File: src/design/ipc_pkg.sv
`default_nettype none

package ipc_pkg;

   // Averaging window and tick counter wrap.
   localparam int SAMPLES_PER_AVERAGE = 100;
   localparam int TICK_WRAP = 10000;

   localparam int RAW_W = 12;
   localparam int TEMP_W = 8;
   localparam int DRY_W = 7;
   localparam int TICKS_W = 16;
   localparam int LEVEL_W = 3;
   localparam int INTENSITY_W = 4;
   localparam int CSR_INDEX_W = 3;
   localparam int CSR_DATA_W = 16;

   localparam int SUM_W = 19;
   localparam int TICK_W = $clog2(TICK_WRAP);
   localparam int AVG_CNT_W = $clog2(SAMPLES_PER_AVERAGE);
   localparam int AVG_W = $clog2(((2 ** SUM_W) - 1) / SAMPLES_PER_AVERAGE + 1);
   localparam int SPAN_W = RAW_W + 1;
   localparam int DIFF_W = ((AVG_W > RAW_W) ? AVG_W : RAW_W) + 1;
   localparam int PCT_W = DIFF_W + 8;
   localparam int REFRESH_W = 4;

   localparam int LEVEL_STEPS = 6;
   localparam int LEVEL_DENOM = 7;
   localparam int PERCENT_FULL = 100;

   localparam logic [SUM_W-1:0] SUM_MAX = '1;
   localparam logic [TICKS_W-1:0] TICKS_MAX = '1;
   localparam logic [TICK_W-1:0] TICK_LAST = TICK_W'(TICK_WRAP - 1);
   localparam logic [AVG_CNT_W-1:0] AVG_CNT_LAST = AVG_CNT_W'(SAMPLES_PER_AVERAGE - 1);
   localparam logic [1:0] PHASE3_LAST = 2'd2;
   localparam logic [LEVEL_W-1:0] LEVEL_STROBE_MAX = 3'd2;
   localparam logic [INTENSITY_W-1:0] INTENSITY_IDLE = 4'h7;
   localparam logic [INTENSITY_W-1:0] INTENSITY_MAX = 4'hF;

   // Calibration defaults.
   localparam logic [RAW_W-1:0] RST_SOIL_AIR = 12'd3482;
   localparam logic [RAW_W-1:0] RST_SOIL_WET = 12'd1597;
   localparam logic [RAW_W-1:0] RST_WATER_EMPTY = 12'd410;
   localparam logic [RAW_W-1:0] RST_WATER_FULL = 12'd2662;
   localparam logic [DRY_W-1:0] RST_SOIL_DRY = 7'd25;
   localparam logic signed [TEMP_W-1:0] RST_FAN_ON = 8'sd30;
   localparam logic [TICKS_W-1:0] RST_PUMP_RUN = 16'd125;
   localparam logic [TICKS_W-1:0] RST_PUMP_LOCKOUT = 16'd1409;

   typedef enum logic [CSR_INDEX_W-1:0] {
      CSR_SOIL_AIR     = 3'd0,
      CSR_SOIL_WET     = 3'd1,
      CSR_WATER_EMPTY  = 3'd2,
      CSR_WATER_FULL   = 3'd3,
      CSR_SOIL_DRY     = 3'd4,
      CSR_FAN_ON       = 3'd5,
      CSR_PUMP_RUN     = 3'd6,
      CSR_PUMP_LOCKOUT = 3'd7
   } csr_index_type;

   typedef struct packed {
      logic [RAW_W-1:0] soil_air;
      logic [RAW_W-1:0] soil_wet;
      logic [RAW_W-1:0] water_empty;
      logic [RAW_W-1:0] water_full;
      logic [DRY_W-1:0] soil_dry;
   } calib_type;

   typedef struct packed {
      logic water_ok;
      logic soil_dry;
      logic [LEVEL_W-1:0] level;
   } eval_type;

endpackage

`default_nettype wire

File: src/design/irrigation_pump_controller.sv
// Irrigation pump controller: one request per control tick.
// A request carries temperature, soil and water samples and the mode button.
// Each request yields exactly one response with fan, pump and display controls.
// A request is registered first in the request stage and then in the response register.
// Throughput: one request per cycle; the input register and the response
// register are separated, so a new request is taken while a response waits.
// When rsp_ready is low the response holds, the request stage fills, and
// req_ready drops until the response is taken.
// Every SAMPLES_PER_AVERAGE ticks the summed samples are averaged (a constant
// reciprocal multiply), compared against the calibration points and cleared.
// Configuration registers are written through the csr_ channel at any cycle
// (csr_ready is always high) but should only change while no request is in
// flight. Reset is synchronous and active high: it empties both stages,
// restores all calibration defaults and sets the pump ready, the strobe off
// and the brightness to its idle value.
`default_nettype none

module irrigation_pump_controller (
   input  wire logic                                clock,
   input  wire logic                                reset,
   input  wire logic                                req_valid,
   output logic                                     req_ready,
   input  wire logic signed [ipc_pkg::TEMP_W-1:0]   req_temperature,
   input  wire logic [ipc_pkg::RAW_W-1:0]           req_soil_sample,
   input  wire logic [ipc_pkg::RAW_W-1:0]           req_water_sample,
   input  wire logic                                req_mode_button,
   output logic                                     rsp_valid,
   input  wire logic                                rsp_ready,
   output logic                                     rsp_fan_drive,
   output logic                                     rsp_pump_drive,
   output logic                                     rsp_pump_ready,
   output logic                                     rsp_level_update,
   output logic [ipc_pkg::LEVEL_W-1:0]              rsp_water_level,
   output logic                                     rsp_display_blank,
   output logic [ipc_pkg::INTENSITY_W-1:0]          rsp_brightness,
   output logic                                     rsp_brightness_write,
   output logic                                     rsp_lcd_refresh,
   output logic                                     rsp_display_mode,
   input  wire logic                                csr_valid,
   output logic                                     csr_ready,
   input  wire logic [ipc_pkg::CSR_INDEX_W-1:0]     csr_index,
   input  wire logic [ipc_pkg::CSR_DATA_W-1:0]      csr_data
);
   import ipc_pkg::*;

   // Configuration registers.
   logic [RAW_W-1:0] cfg_soil_air_ff;
   logic [RAW_W-1:0] cfg_soil_wet_ff;
   logic [RAW_W-1:0] cfg_water_empty_ff;
   logic [RAW_W-1:0] cfg_water_full_ff;
   logic [DRY_W-1:0] cfg_soil_dry_ff;
   logic signed [TEMP_W-1:0] cfg_fan_on_ff;
   logic [TICKS_W-1:0] cfg_pump_run_ff;
   logic [TICKS_W-1:0] cfg_pump_lockout_ff;

   // Request stage.
   logic s1_valid_ff;
   logic signed [TEMP_W-1:0] s1_temp_ff;
   logic [RAW_W-1:0] s1_soil_ff;
   logic [RAW_W-1:0] s1_water_ff;
   logic s1_button_ff;

   // Controller state.
   logic [TICK_W-1:0] tick_count_ff, tick_count_in;
   logic [1:0] phase3_ff, phase3_in;
   logic [AVG_CNT_W-1:0] avg_cnt_ff, avg_cnt_in;
   logic [SUM_W-1:0] soil_sum_ff, soil_sum_in;
   logic [SUM_W-1:0] water_sum_ff, water_sum_in;
   logic pump_active_ff, pump_active_in;
   logic pump_allowed_ff, pump_allowed_in;
   logic [TICKS_W-1:0] pump_ticks_ff, pump_ticks_in;
   logic strobe_active_ff, strobe_active_in;
   logic strobe_rising_ff, strobe_rising_in;
   logic [INTENSITY_W-1:0] intensity_ff, intensity_in;
   logic page_select_ff, page_select_in;

   // Response register.
   logic rsp_valid_ff;
   logic rsp_fan_drive_ff, rsp_fan_drive_in;
   logic rsp_level_update_ff, rsp_level_update_in;
   logic [LEVEL_W-1:0] rsp_water_level_ff, rsp_water_level_in;
   logic rsp_display_blank_ff, rsp_display_blank_in;
   logic rsp_brightness_write_ff, rsp_brightness_write_in;
   logic rsp_lcd_refresh_ff, rsp_lcd_refresh_in;
   logic rsp_pump_drive_ff;
   logic rsp_pump_ready_ff;
   logic [INTENSITY_W-1:0] rsp_brightness_ff;
   logic rsp_display_mode_ff;

   logic advance;
   logic tick_wrap;
   logic avg_now;
   logic start;
   logic pump_on;
   logic [SUM_W:0] soil_acc;
   logic [SUM_W:0] water_acc;
   logic [SUM_W-1:0] soil_sat;
   logic [SUM_W-1:0] water_sat;
   logic [TICKS_W-1:0] ticks_base;
   calib_type calib;
   eval_type eval_res;

   assign advance = s1_valid_ff && (!rsp_valid_ff || rsp_ready);
   assign req_ready = !s1_valid_ff || advance;
   assign csr_ready = 1'b1;

   assign calib.soil_air = cfg_soil_air_ff;
   assign calib.soil_wet = cfg_soil_wet_ff;
   assign calib.water_empty = cfg_water_empty_ff;
   assign calib.water_full = cfg_water_full_ff;
   assign calib.soil_dry = cfg_soil_dry_ff;

   ipc_eval u_eval (
      .soil_sum  (soil_sat),
      .water_sum (water_sat),
      .calib     (calib),
      .result    (eval_res)
   );

   always_comb begin
      tick_wrap = tick_count_ff == TICK_LAST;
      tick_count_in = tick_wrap ? '0 : tick_count_ff + TICK_W'(1);
      phase3_in = (tick_wrap || phase3_ff == PHASE3_LAST) ? '0 : phase3_ff + 2'd1;
      avg_cnt_in = (tick_wrap || avg_cnt_ff == AVG_CNT_LAST) ? '0
                                                             : avg_cnt_ff + AVG_CNT_W'(1);
      avg_now = avg_cnt_in == '0;

      // Triangle strobe steps on every third tick while the pump is off.
      intensity_in = intensity_ff;
      strobe_rising_in = strobe_rising_ff;
      if (strobe_active_ff && !pump_active_ff && phase3_in == '0) begin
         intensity_in = strobe_rising_ff ? intensity_ff + INTENSITY_W'(1)
                                         : intensity_ff - INTENSITY_W'(1);
         if (intensity_in == INTENSITY_MAX || intensity_in == '0) begin
            strobe_rising_in = !strobe_rising_ff;
         end
      end
      if (!strobe_active_ff && !pump_active_ff) begin
         intensity_in = INTENSITY_IDLE;
      end

      soil_acc = {1'b0, soil_sum_ff} + (SUM_W + 1)'(s1_soil_ff);
      water_acc = {1'b0, water_sum_ff} + (SUM_W + 1)'(s1_water_ff);
      soil_sat = soil_acc[SUM_W] ? SUM_MAX : soil_acc[SUM_W-1:0];
      water_sat = water_acc[SUM_W] ? SUM_MAX : water_acc[SUM_W-1:0];
      soil_sum_in = avg_now ? '0 : soil_sat;
      water_sum_in = avg_now ? '0 : water_sat;

      start = avg_now && eval_res.water_ok && eval_res.soil_dry && pump_allowed_ff;
      pump_on = pump_active_ff || start;

      rsp_fan_drive_in = (s1_temp_ff > cfg_fan_on_ff) && !start;
      rsp_display_blank_in = start;
      rsp_level_update_in = avg_now && !pump_on;
      rsp_water_level_in = rsp_level_update_in ? eval_res.level : '0;
      strobe_active_in = rsp_level_update_in ? (eval_res.level <= LEVEL_STROBE_MAX)
                                             : strobe_active_ff;
      rsp_lcd_refresh_in = (tick_count_in[REFRESH_W-1:0] == '0) && !pump_on;
      rsp_brightness_write_in = !pump_on;

      ticks_base = start ? '0 : pump_ticks_ff;
      pump_ticks_in = (ticks_base == TICKS_MAX) ? ticks_base : ticks_base + TICKS_W'(1);
      pump_active_in = pump_on && !(pump_ticks_in >= cfg_pump_run_ff);
      pump_allowed_in = (pump_allowed_ff && !start)
                        || (!pump_active_in && pump_ticks_in >= cfg_pump_lockout_ff);

      page_select_in = page_select_ff ^ s1_button_ff;
   end

   always_ff @(posedge clock) begin
      if (reset) begin
         s1_valid_ff <= 1'b0;
         rsp_valid_ff <= 1'b0;
         tick_count_ff <= '0;
         phase3_ff <= '0;
         avg_cnt_ff <= '0;
         soil_sum_ff <= '0;
         water_sum_ff <= '0;
         pump_active_ff <= 1'b0;
         pump_allowed_ff <= 1'b1;
         pump_ticks_ff <= '0;
         strobe_active_ff <= 1'b0;
         strobe_rising_ff <= 1'b1;
         intensity_ff <= INTENSITY_IDLE;
         page_select_ff <= 1'b0;
         cfg_soil_air_ff <= RST_SOIL_AIR;
         cfg_soil_wet_ff <= RST_SOIL_WET;
         cfg_water_empty_ff <= RST_WATER_EMPTY;
         cfg_water_full_ff <= RST_WATER_FULL;
         cfg_soil_dry_ff <= RST_SOIL_DRY;
         cfg_fan_on_ff <= RST_FAN_ON;
         cfg_pump_run_ff <= RST_PUMP_RUN;
         cfg_pump_lockout_ff <= RST_PUMP_LOCKOUT;
      end else begin
         if (req_ready) begin
            s1_valid_ff <= req_valid;
         end
         if (advance) begin
            rsp_valid_ff <= 1'b1;
         end else if (rsp_ready) begin
            rsp_valid_ff <= 1'b0;
         end
         if (advance) begin
            tick_count_ff <= tick_count_in;
            phase3_ff <= phase3_in;
            avg_cnt_ff <= avg_cnt_in;
            soil_sum_ff <= soil_sum_in;
            water_sum_ff <= water_sum_in;
            pump_active_ff <= pump_active_in;
            pump_allowed_ff <= pump_allowed_in;
            pump_ticks_ff <= pump_ticks_in;
            strobe_active_ff <= strobe_active_in;
            strobe_rising_ff <= strobe_rising_in;
            intensity_ff <= intensity_in;
            page_select_ff <= page_select_in;
         end
         if (csr_valid && csr_ready) begin
            case (csr_index)
               CSR_SOIL_AIR: begin
                  cfg_soil_air_ff <= csr_data[RAW_W-1:0];
               end
               CSR_SOIL_WET: begin
                  cfg_soil_wet_ff <= csr_data[RAW_W-1:0];
               end
               CSR_WATER_EMPTY: begin
                  cfg_water_empty_ff <= csr_data[RAW_W-1:0];
               end
               CSR_WATER_FULL: begin
                  cfg_water_full_ff <= csr_data[RAW_W-1:0];
               end
               CSR_SOIL_DRY: begin
                  cfg_soil_dry_ff <= csr_data[DRY_W-1:0];
               end
               CSR_FAN_ON: begin
                  cfg_fan_on_ff <= $signed(csr_data[TEMP_W-1:0]);
               end
               CSR_PUMP_RUN: begin
                  cfg_pump_run_ff <= csr_data[TICKS_W-1:0];
               end
               CSR_PUMP_LOCKOUT: begin
                  cfg_pump_lockout_ff <= csr_data[TICKS_W-1:0];
               end
               default: begin
               end
            endcase
         end
      end
   end

   always_ff @(posedge clock) begin
      if (req_valid && req_ready) begin
         s1_temp_ff <= req_temperature;
         s1_soil_ff <= req_soil_sample;
         s1_water_ff <= req_water_sample;
         s1_button_ff <= req_mode_button;
      end
      if (advance) begin
         rsp_fan_drive_ff <= rsp_fan_drive_in;
         rsp_pump_drive_ff <= pump_active_in;
         rsp_pump_ready_ff <= pump_allowed_in;
         rsp_level_update_ff <= rsp_level_update_in;
         rsp_water_level_ff <= rsp_water_level_in;
         rsp_display_blank_ff <= rsp_display_blank_in;
         rsp_brightness_ff <= intensity_in;
         rsp_brightness_write_ff <= rsp_brightness_write_in;
         rsp_lcd_refresh_ff <= rsp_lcd_refresh_in;
         rsp_display_mode_ff <= page_select_in;
      end
   end

   assign rsp_valid = rsp_valid_ff;
   assign rsp_fan_drive = rsp_fan_drive_ff;
   assign rsp_pump_drive = rsp_pump_drive_ff;
   assign rsp_pump_ready = rsp_pump_ready_ff;
   assign rsp_level_update = rsp_level_update_ff;
   assign rsp_water_level = rsp_water_level_ff;
   assign rsp_display_blank = rsp_display_blank_ff;
   assign rsp_brightness = rsp_brightness_ff;
   assign rsp_brightness_write = rsp_brightness_write_ff;
   assign rsp_lcd_refresh = rsp_lcd_refresh_ff;
   assign rsp_display_mode = rsp_display_mode_ff;

`ifndef SYNTHESIS
   // A running pump always holds the lockout.
   assert property (@(posedge clock) disable iff (reset)
      pump_active_ff |-> !pump_allowed_ff)
      else $error("pump running while a new start is allowed");

   // A pump start tick never turns the fan on or shows a level.
   assert property (@(posedge clock) disable iff (reset)
      rsp_valid_ff && rsp_display_blank_ff |-> !rsp_fan_drive_ff && !rsp_level_update_ff)
      else $error("pump start response carries fan or level update");

   // The tick and averaging counters stay in range.
   assert property (@(posedge clock) disable iff (reset)
      tick_count_ff <= TICK_LAST && avg_cnt_ff <= AVG_CNT_LAST && phase3_ff <= PHASE3_LAST)
      else $error("tick counters out of range");

   // The request stage never overwrites a response that is still stalled.
   assert property (@(posedge clock) disable iff (reset)
      rsp_valid_ff && !rsp_ready |-> !advance)
      else $error("response overwritten while stalled");
`endif

endmodule

`default_nettype wire

File: src/design/ipc_eval.sv
`default_nettype none

module ipc_eval (
   input  wire logic [ipc_pkg::SUM_W-1:0] soil_sum,
   input  wire logic [ipc_pkg::SUM_W-1:0] water_sum,
   input  wire ipc_pkg::calib_type        calib,
   output ipc_pkg::eval_type              result
);
   import ipc_pkg::*;

   localparam int RECIP_SHIFT = SUM_W + $clog2(SAMPLES_PER_AVERAGE);
   localparam int RECIP_W = SUM_W + 1;
   localparam logic [RECIP_W-1:0] RECIP =
      RECIP_W'((2 ** RECIP_SHIFT + SAMPLES_PER_AVERAGE - 1) / SAMPLES_PER_AVERAGE);
   localparam logic signed [PCT_W-1:0] HUNDRED = PCT_W'(PERCENT_FULL);
   localparam logic signed [PCT_W-1:0] NEG_HUNDRED = PCT_W'(-PERCENT_FULL);
   localparam logic signed [PCT_W-1:0] SEVEN = PCT_W'(LEVEL_DENOM);

   // The rounded-up reciprocal carries enough fraction bits that the product
   // gives the truncated quotient exactly for every sum.
   function automatic logic [AVG_W-1:0] div_samples(input logic [SUM_W-1:0] sum);
      logic [SUM_W+RECIP_W-1:0] prod;
      prod = {{RECIP_W{1'b0}}, sum} * {{SUM_W{1'b0}}, RECIP};
      return prod[RECIP_SHIFT +: AVG_W];
   endfunction

   // Percent strictly above the threshold. With a zero span only the sign of
   // the numerator decides, and a zero numerator compares false.
   function automatic logic pct_gt(input logic signed [PCT_W-1:0] lhs,
                                   input logic signed [PCT_W-1:0] rhs,
                                   input logic signed [SPAN_W-1:0] span,
                                   input logic signed [DIFF_W-1:0] num);
      logic res;
      if (span == '0) begin
         res = num > 0;
      end else if (span > 0) begin
         res = lhs > rhs;
      end else begin
         res = lhs < rhs;
      end
      return res;
   endfunction

   function automatic logic pct_le(input logic signed [PCT_W-1:0] lhs,
                                   input logic signed [PCT_W-1:0] rhs,
                                   input logic signed [SPAN_W-1:0] span,
                                   input logic signed [DIFF_W-1:0] num);
      logic res;
      if (span == '0) begin
         res = num < 0;
      end else if (span > 0) begin
         res = lhs <= rhs;
      end else begin
         res = lhs >= rhs;
      end
      return res;
   endfunction

   logic [AVG_W-1:0] soil_avg;
   logic [AVG_W-1:0] water_avg;
   logic signed [SPAN_W-1:0] soil_span;
   logic signed [SPAN_W-1:0] water_span;
   logic signed [DIFF_W-1:0] soil_num;
   logic signed [DIFF_W-1:0] water_num;
   logic signed [PCT_W-1:0] soil_num_x;
   logic signed [PCT_W-1:0] water_num_x;
   logic signed [PCT_W-1:0] soil_span_x;
   logic signed [PCT_W-1:0] water_span_x;
   logic signed [PCT_W-1:0] soil_thr;
   logic signed [PCT_W-1:0] water_scaled;
   logic signed [PCT_W-1:0] step_thr;
   logic [LEVEL_W-1:0] level;

   always_comb begin
      soil_avg = div_samples(soil_sum);
      water_avg = div_samples(water_sum);
      soil_span = $signed(SPAN_W'(calib.soil_wet)) - $signed(SPAN_W'(calib.soil_air));
      water_span = $signed(SPAN_W'(calib.water_full)) - $signed(SPAN_W'(calib.water_empty));
      soil_num = $signed(DIFF_W'(soil_avg)) - $signed(DIFF_W'(calib.soil_air));
      water_num = $signed(DIFF_W'(water_avg)) - $signed(DIFF_W'(calib.water_empty));
      soil_num_x = PCT_W'(soil_num);
      water_num_x = PCT_W'(water_num);
      soil_span_x = PCT_W'(soil_span);
      water_span_x = PCT_W'(water_span);
      soil_thr = soil_span_x * $signed(PCT_W'(calib.soil_dry));
      water_scaled = water_num_x * SEVEN;

      level = '0;
      for (int k = 1; k <= LEVEL_STEPS; k++) begin
         step_thr = water_span_x * $signed(PCT_W'(k));
         if (pct_gt(water_scaled, step_thr, water_span, water_num)) begin
            level = LEVEL_W'(k);
         end
      end

      result.water_ok = pct_gt(water_num_x, water_span_x * NEG_HUNDRED, water_span,
                               water_num);
      result.soil_dry = pct_le(soil_num_x * HUNDRED, soil_thr, soil_span, soil_num);
      result.level = level;
   end

endmodule

`default_nettype wire
File: config.mk
export PLATFORM = sky130hd
export DESIGN_NAME = irrigation_pump_controller
export DESIGN_NICKNAME = d
export VERILOG_FILES = /design/src/design/ipc_pkg.sv /design/src/design/irrigation_pump_controller.sv /design/src/design/ipc_eval.sv
export SDC_FILE = /design/constraint.sdc
export NUM_CORES = 2
export LEC_CHECK = 0
export BUFFER_PORTS_ARGS = -buffer_cell sky130_fd_sc_hd__buf_2
export CAP_MARGIN = 40
export CORE_UTILIZATION = 65
export CTS_CLUSTER_SIZE = 12
export DETAILED_ROUTE_END_ITERATION = 8
export PLACE_DENSITY = 0.9
export SLEW_MARGIN = 20
export SYNTH_ARGS = -nofsm -noshare
export SYNTH_HDL_FRONTEND = slang
export SYNTH_SLANG_ARGS = --single-unit
File: constraint.sdc
create_clock -name clock -period 29.6 [get_ports clock]
set_input_delay 5.92 -clock clock [delete_from_list [all_inputs] [get_ports clock]]
set_output_delay 5.92 -clock clock [all_outputs]
set_load 0.01 [all_outputs]
# Word level (Yosys, flattened, before mapping)

Cells that the tools add are included.

Bitwise gates (word level): 1
$lt $le $gt $ge: 24
Multipliers: 9
Mux-type cells: 36
Equal/unequal tests: 12
Reductions and logical operators: 48
Add/sub/neg operators: 12

Operators with widths:

| operator                 | number |
|---|---|
| $mul A19 B20 Y39 const B | 2 |
| $mux W19                 | 4 |
| $add A19 B12 Y20         | 2 |
| $gt A18 B17 Y1           | 2 |
| $lt A18 B17 Y1           | 2 |
| $ge A16 B16 Y1           | 2 |
| $mul A13 B3 Y16 const B  | 2 |
| $mux W16                 | 2 |
| $sub A13 B12 Y14         | 2 |
| $gt A13 B1 Y1 const B    | 2 |
| $logic_not A13 Y1        | 2 |
| $sub A12 B12 Y13         | 2 |
| $ge A22 B22 Y1           | 1 |
| $le A22 B22 Y1           | 1 |
| $gt A14 B21 Y1           | 1 |
| $lt A14 B21 Y1           | 1 |
| $mul A13 B8 Y21          | 1 |
| $mul A14 B6 Y20 const B  | 1 |
| $mul A13 B6 Y19 const B  | 1 |
| $mux W1                  | 19 |
| $gt A18 B13 Y1           | 1 |
| $gt A18 B14 Y1           | 1 |
| $gt A18 B15 Y1           | 1 |
| $gt A18 B16 Y1           | 1 |
| 40 further kinds         | 86 |

Register bits: 231
Word-level logic and storage cells: 178
Input port bits: 57

# Longest topological paths before layout

Depth after elaboration: 19
Gate-level depth with buffers: 91
Mapped depth without buffers: 90

# By module

Synthesis repeated with hierarchy kept, for this count alone.

Cell total of the unflattened synthesis: 4335
Area, all modules: 38240.4 µm²

By module, submodules not included:

| module                     | area each (µm²) | instances | cells an instance | sequential area each (µm²) |
|---|---|---|---|---|
| ipc_eval                   | 26196.4         | 1         | 2973              | 0.0 |
| irrigation_pump_controller | 12044.1         | 1         | 1362              | 5104.9 |

# Worst setup path after synthesis

No wires, ideal clock.

Kind: reg-to-reg
Start: register s1_soil_ff[0]
End: register rsp_pump_ready_ff, in the netlist rsp_pump_ready (data pin)
Setup slack: 12257 ps
Path buffers: 2
Clock period less this slack: 17343 ps
Library setup time: 266 ps
Cell stages (with the launch flop): 85
Arrival time: 17077 ps
Cell sequence: edfxtp_1 > ha_1 > inv_1 > fa_1 > nor2b_1 > o311a_1 > o21ai_0 > a21boi_0 > o2111ai_1 > nand3_1 > nor2_1 > nor3_1 > xnor2_1 > nor2_1 > inv_1 > fa_1 > fa_1 > fa_1 > (+49 left out) > ha_1 > nand3_1 > nor2_1 > nand3_1 > nand2_1 > nor3_1 > nand3_1 > xor2_1 > nor2_1 > ha_1 > a2111oi_0 > o21ai_0 > a31oi_1 > o21ai_0 > a2111oi_0 > o21bai_1 > o22ai_1 > o21ai_0

Word-level cells in the longest chain between the ends: 19
Elaborated cells on any way between the ends: 26
Those cells by class: add/sub (3); mul (2); order compare (5); eq/ne (1); mux (5); reduce/logical (10)

RTL lines:

| element                                          | RTL line                          | RTL |
|---|---|---|
| start, declared                                  | irrigation_pump_controller.sv:59  | `logic [RAW_W-1:0] s1_soil_ff;` |
| start signal, assigned                           | irrigation_pump_controller.sv:253 | `s1_soil_ff <= req_soil_sample;` |
| $add A19 B12 Y20 (*)                             | irrigation_pump_controller.sv:142 | `soil_acc = {1'b0, soil_sum_ff} + (SUM_W + 1)'(s1_soil_ff);` |
| $mux W19 (*)                                     | irrigation_pump_controller.sv:144 | `soil_sat = soil_acc[SUM_W] ? SUM_MAX : soil_acc[SUM_W-1:0];` |
| $mul A19 B20 Y39 (*)                             | ipc_eval.sv:23                    | `prod = {{RECIP_W{1'b0}}, sum} * {{SUM_W{1'b0}}, RECIP};` |
| $sub A13 B12 Y14 (*)                             | ipc_eval.sv:79                    | `soil_num = $signed(DIFF_W'(soil_avg)) - $signed(DIFF_W'(calib.soil_air));` |
| $mul A14 B6 Y20                                  | ipc_eval.sv:98                    | `result.soil_dry = pct_le(soil_num_x * HUNDRED, soil_thr, soil_span, soil_num);` |
| $ge A22 B22 Y1 or $le A22 B22 Y1 (tied branches) | ipc_eval.sv:54, ipc_eval.sv:52    |  |
| $mux W1                                          | ipc_eval.sv:51                    | `end else if (span > 0) begin` |
| $mux W1 (*)                                      | ipc_eval.sv:49                    | `if (span == '0) begin` |
| (+2 left out)                                    | --                                |  |
| net rsp_display_blank_in                         | irrigation_pump_controller.sv:82  | `logic rsp_display_blank_ff, rsp_display_blank_in;` |
| (+3 left out)                                    | --                                |  |
| net pump_ticks_in[7]                             | irrigation_pump_controller.sv:71  | `logic [TICKS_W-1:0] pump_ticks_ff, pump_ticks_in;` |
| $ge A16 B16 Y1                                   | irrigation_pump_controller.sv:163 | `pump_active_in = pump_on && !(pump_ticks_in >= cfg_pump_run_ff);` |
| $logic_not A1 Y1                                 | irrigation_pump_controller.sv:163 |  |
| $logic_and A1 B1 Y1                              | irrigation_pump_controller.sv:163 |  |
| $logic_not A1 Y1                                 | irrigation_pump_controller.sv:165 | `\|\| (!pump_active_in && pump_ticks_in >= cfg_pump_lockout_ff);` |
| $logic_and A1 B1 Y1 (*)                          | irrigation_pump_controller.sv:165 |  |
| $logic_or A1 B1 Y1 (*)                           | irrigation_pump_controller.sv:165 |  |
| net pump_allowed_in                              | irrigation_pump_controller.sv:70  | `logic pump_allowed_ff, pump_allowed_in;` |
| end signal, assigned                             | irrigation_pump_controller.sv:260 | `rsp_pump_ready_ff <= pump_allowed_in;` |
| end, declared                                    | irrigation_pump_controller.sv:86  | `logic rsp_pump_ready_ff;` |

Mark *: on every way through the listed nets, which the timed path passes. The rest lies on a longest branch.
A chain may end at the register's enable or synchronous reset.

# Worst setup path after layout

Start: register s1_soil_ff[1]
End: register rsp_pump_ready_ff, in the netlist rsp_pump_ready (data pin)

Word-level cells in the longest chain between the ends: 19
Elaborated cells on any way between the ends: 26
Those cells by class: add/sub (3); mul (2); order compare (5); eq/ne (1); mux (5); reduce/logical (10)

RTL lines:

| element                                          | RTL line |
|---|---|
| $add A19 B12 Y20 (*)                             | irrigation_pump_controller.sv:142 |
| $mux W19 (*)                                     | irrigation_pump_controller.sv:144 |
| $mul A19 B20 Y39 (*)                             | ipc_eval.sv:23 |
| $sub A13 B12 Y14 (*)                             | ipc_eval.sv:79 |
| $mul A14 B6 Y20                                  | ipc_eval.sv:98 |
| $ge A22 B22 Y1 or $le A22 B22 Y1 (tied branches) | ipc_eval.sv:54, ipc_eval.sv:52 |
| $mux W1                                          | ipc_eval.sv:51 |
| $mux W1 (*)                                      | ipc_eval.sv:49 |
| (+5 left out)                                    | -- |
| net pump_ticks_in[7]                             | irrigation_pump_controller.sv:71 |
| $ge A16 B16 Y1                                   | irrigation_pump_controller.sv:163 |
| $logic_not A1 Y1                                 | irrigation_pump_controller.sv:163 |
| $logic_and A1 B1 Y1                              | irrigation_pump_controller.sv:163 |
| $logic_not A1 Y1                                 | irrigation_pump_controller.sv:165 |
| $logic_and A1 B1 Y1 (*)                          | irrigation_pump_controller.sv:165 |
| $logic_or A1 B1 Y1 (*)                           | irrigation_pump_controller.sv:165 |
| net pump_allowed_in                              | irrigation_pump_controller.sv:70 |

Marked as above.

==> results.yml <==
outcome:
  status: "finished, final reports clean"
finish:
  nFillCells: 4038
  syn_to_final_growth_pct: 5.46
  num_antenna_cells: 0
  nets: 5593
  drive_gt1_share_pct: 4.24
floorplan:
  dieWidth_um: 243
  boundaryPins: 75
  fp-row-count: 87
  dieArea_um2: 59000
  initial_core_util_pct: 66.3
  die_y_um: 243
  core_area_um2: 56900
logic_synthesis:
  yosys_register_bits: 231
  ys_async_sr_fraction_pct: 0
  synth_area_um2: 37700
  postSynthAreaPerCell_um2: 8.74
  ys_seq_area_share_pct: 13.5
  synth_cell_types: 83
  synth-edff-count: 48
  syn_nets: 5545
  syn_inst: 4321
  yosys_warnings: 0
  synthFlopType: "dfxtp_1"
routing:
  totalWireLength_um: 93000
  first_pass_iters: 5
  wl_per_cell_um: 18.1
  via_count: 30672
  vias_per_cell: 5.96
  postRouteAntennaNets: 0
  drcViolationCount: 0
  drtIter0Drc: 2433
sta:
  rsz0062_at_grt: "no"
  final.period_utilization_pct: 68.4
  maxSlewHeadroom_pct: 37.9
  setup_viol: 0
  worst_pin_slew_ns: 0.928
  fmax_mhz: 49.4
  finalSetupTns_ns: 0
  skew_ns: 0.0176
  timing.final.hold_violations: 0
  period_minus_slack_ns: 20.24
  slew_violations: 0
critical_path:
  startpoint_type: "register"
  crit_path_top_delay_cell: "fa_1"
  critPathMaxStageDelay_ns: 0.54
  crit_type: "reg -> reg"
  crit_family: "compound AO/OA/AOI/OAI gates"
  worstSetupEndpointType: "register"
  arrival_ns: 20.55
  crit_buf_inv: 8
  crit_required_ns: 29.91
  crit_fanout: 26
cts:
  cts_made_buffers: 26
  cts_hold_buf: 0
  ctsResizeCount: 0
  insertion_delay_ns: 0.58
  cts_tree: "yes"
  h-tree-depth: 1
  cts_setup_buffers: 0
  cts_sinks: 231
  cts_max_path_buffers: 3
  root_buffer: "clkbuf_16"
  cts.reportedPaths.clkPinSlew_ns: 0.06
global_route:
  gr-usage-met1_pct: 38.2
  gr-usage-met2_pct: 56.3
  grt_max_degree: 63
  grt_pass1_vias: 32060
  busiest_layer: "met2"
  grt.total_usage_pct: 31.8
  grt.met3_usage_pct: 4.67
  antenna_found_initial: 0
  grt_overflow: 0
  grt_pass1_wl_um: 154000
placement:
  dp_hpwl_um: 76500
  gp_congestion: 0.980
  io_buffers: 73
hold_path:
  min_path_type: "reg -> reg"
job:
  max-cap-violations: 0
-- state kept, by name, indices dropped and copies added, names as in the netlist, 12 cells and up --
name,count
tick_count_ff,14
cfg_water_empty_ff,12
cfg_pump_lockout_ff,16
water_sum_ff,19
cfg_pump_run_ff,16
cfg_soil_air_ff,12
cfg_water_full_ff,12
s1_soil_ff,12
soil_sum_ff,19
s1_water_ff,12
pump_ticks_ff,16
cfg_soil_wet_ff,12
-- path summary, 6_finish.rpt --
check | start | end | slack (ns) | cells past startpoint
worst max-delay path | s1_soil_ff[1] | rsp_pump_ready | 9.36 | 81
worst max register to register | s1_soil_ff[1] | rsp_pump_ready | 9.36 | 81
worst min-delay path | cfg_pump_run_ff[1] | cfg_pump_run_ff[1] | 0.45 | 2
worst min register to register | cfg_pump_run_ff[1] | cfg_pump_run_ff[1] | 0.45 | 2
-- kinds of logic (layout without fill, tap and decap cells) --
| family | Yosys count | after routing | synth area share, % |
|---|---|---|---|
| adder cells (fa/ha/maj) | 1167 | 1167 | 46.2 |
| AND/OR/NAND/NOR | 1035 | 1035 | 13.2 |
| buffers and inverters | 935 | 1000 | 9.35 |
| AO/OA/AOI/OAI | 708 | 708 | 11.9 |
| flip-flops | 231 | 231 | 13.5 |
| XOR/XNOR | 212 | 212 | 4.92 |
| multiplexers | 32 | 32 | 0.885 |
| other | 1 | 1 | 0.00993 |
-- cell usage after synthesis (10+ instances only) --
cell	number	area, um2
xor2_1	92	806
o2111ai_1	10	87.6
o21bai_1	21	158
nor2_1	227	852
inv_1	850	3190
a21boi_0	11	82.6
edfxtp_1	48	1440
mux2i_1	24	240
a22oi_1	20	150
or2_2	13	81.3
xnor2_1	120	1050
and3_1	34	213
a21o_1	80	601
nand4_1	41	257
nand2_1	336	1260
nand2b_1	32	200
nand3_1	97	485
and4_1	12	105
a211oi_1	24	180
o211ai_1	39	293
dfxtp_1	183	3660
ha_1	788	9860
a21oi_1	239	1200
a31oi_1	18	113
o21a_1	35	263
clkbuf_1	71	267
nor4_1	17	106
o31ai_1	13	97.6
o21ai_0	131	656
nor2b_1	60	375
fa_1	379	7590
and2_1	69	432
nor3_1	54	270
-- worst register-to-register path: cells and delay by family (launching register included) --
| family | cells | cell delay (ns) |
|---|---|---|
| AO/OA/AOI/OAI | 31 | 7.14 |
| XOR/XNOR | 3 | 0.49 |
| adder cells (fa/ha/maj) | 16 | 6.21 |
| buffers and inverters | 8 | 1.03 |
| flip-flops | 1 | 0.41 |
| AND/OR/NAND/NOR | 23 | 4.71 |
-- metrics by stage --
stage / instances / area, um2 / hold slack [ns] / util [%] / setup slack, ns
final: 5142 / 39800 / 0.454 / 69.9 / 9.36
after global routing: 5142 / 39800 / 0.469 / 69.9 / 7.89
after CTS: 5139 / 39800 / 0.455 / 69.9 / 9.65
after detailed placement: 5094 / 39000 / 0.447 / 68.5 / 9.79
after global placement: 5087 / 38900 / 0.442 / 68.3 / 10.67
after floorplan: 4321 / 37800 / 0.436 / - / 12.26
-- layout make-up --
cell class	instances	area [um2]	area share [%]
clock inverter	8	78.8	0.198
timing repair buffer	103	621	1.56
inverter	852	3200	8.03
sequential	231	5100	12.8
multi-input combinational	3155	29100	73.2
tap	756	946	2.38
clock buffer	37	722	1.81
-- placed cells by master (no fill, tap or decap), drive strengths merged, types with 18 or more instances in the layout --
cell / synthesis / final
inv: 851 / 854
ha: 788 / 788
fa: 379 / 379
nand2: 336 / 336
a21oi: 240 / 240
nor2: 227 / 227
dfxtp: 183 / 183
o21ai: 133 / 133
xnor2: 120 / 120
buf: 10 / 101
nand3: 97 / 97
xor2: 92 / 92
a21o: 80 / 80
and2: 69 / 69
nor2b: 60 / 60
nor3: 54 / 54
edfxtp: 48 / 48
nand4: 41 / 41
o211ai: 39 / 39
clkbuf: 73 / 39
o21a: 35 / 35
and3: 34 / 34
nand2b: 33 / 33
a211oi: 25 / 25
mux2i: 24 / 24
o21bai: 21 / 21
a22oi: 20 / 20
nor4: 18 / 18
a31oi: 18 / 18
-- routing by layer --
metal / wire length (um) / up-vias / part of all wire (%)
met2: 45200 / 1122 / 49
met1: 37000 / 14850 / 40
met3: 6330 / 299 / 6.8
li1: - / 14401 / -
met5: 0 / - / 0
met4: 4460 / 0 / 4.8
Power is left out: the tool's default activity adds up to more than one toggle a clock period on the data nets, which glitch-free logic cannot reach.
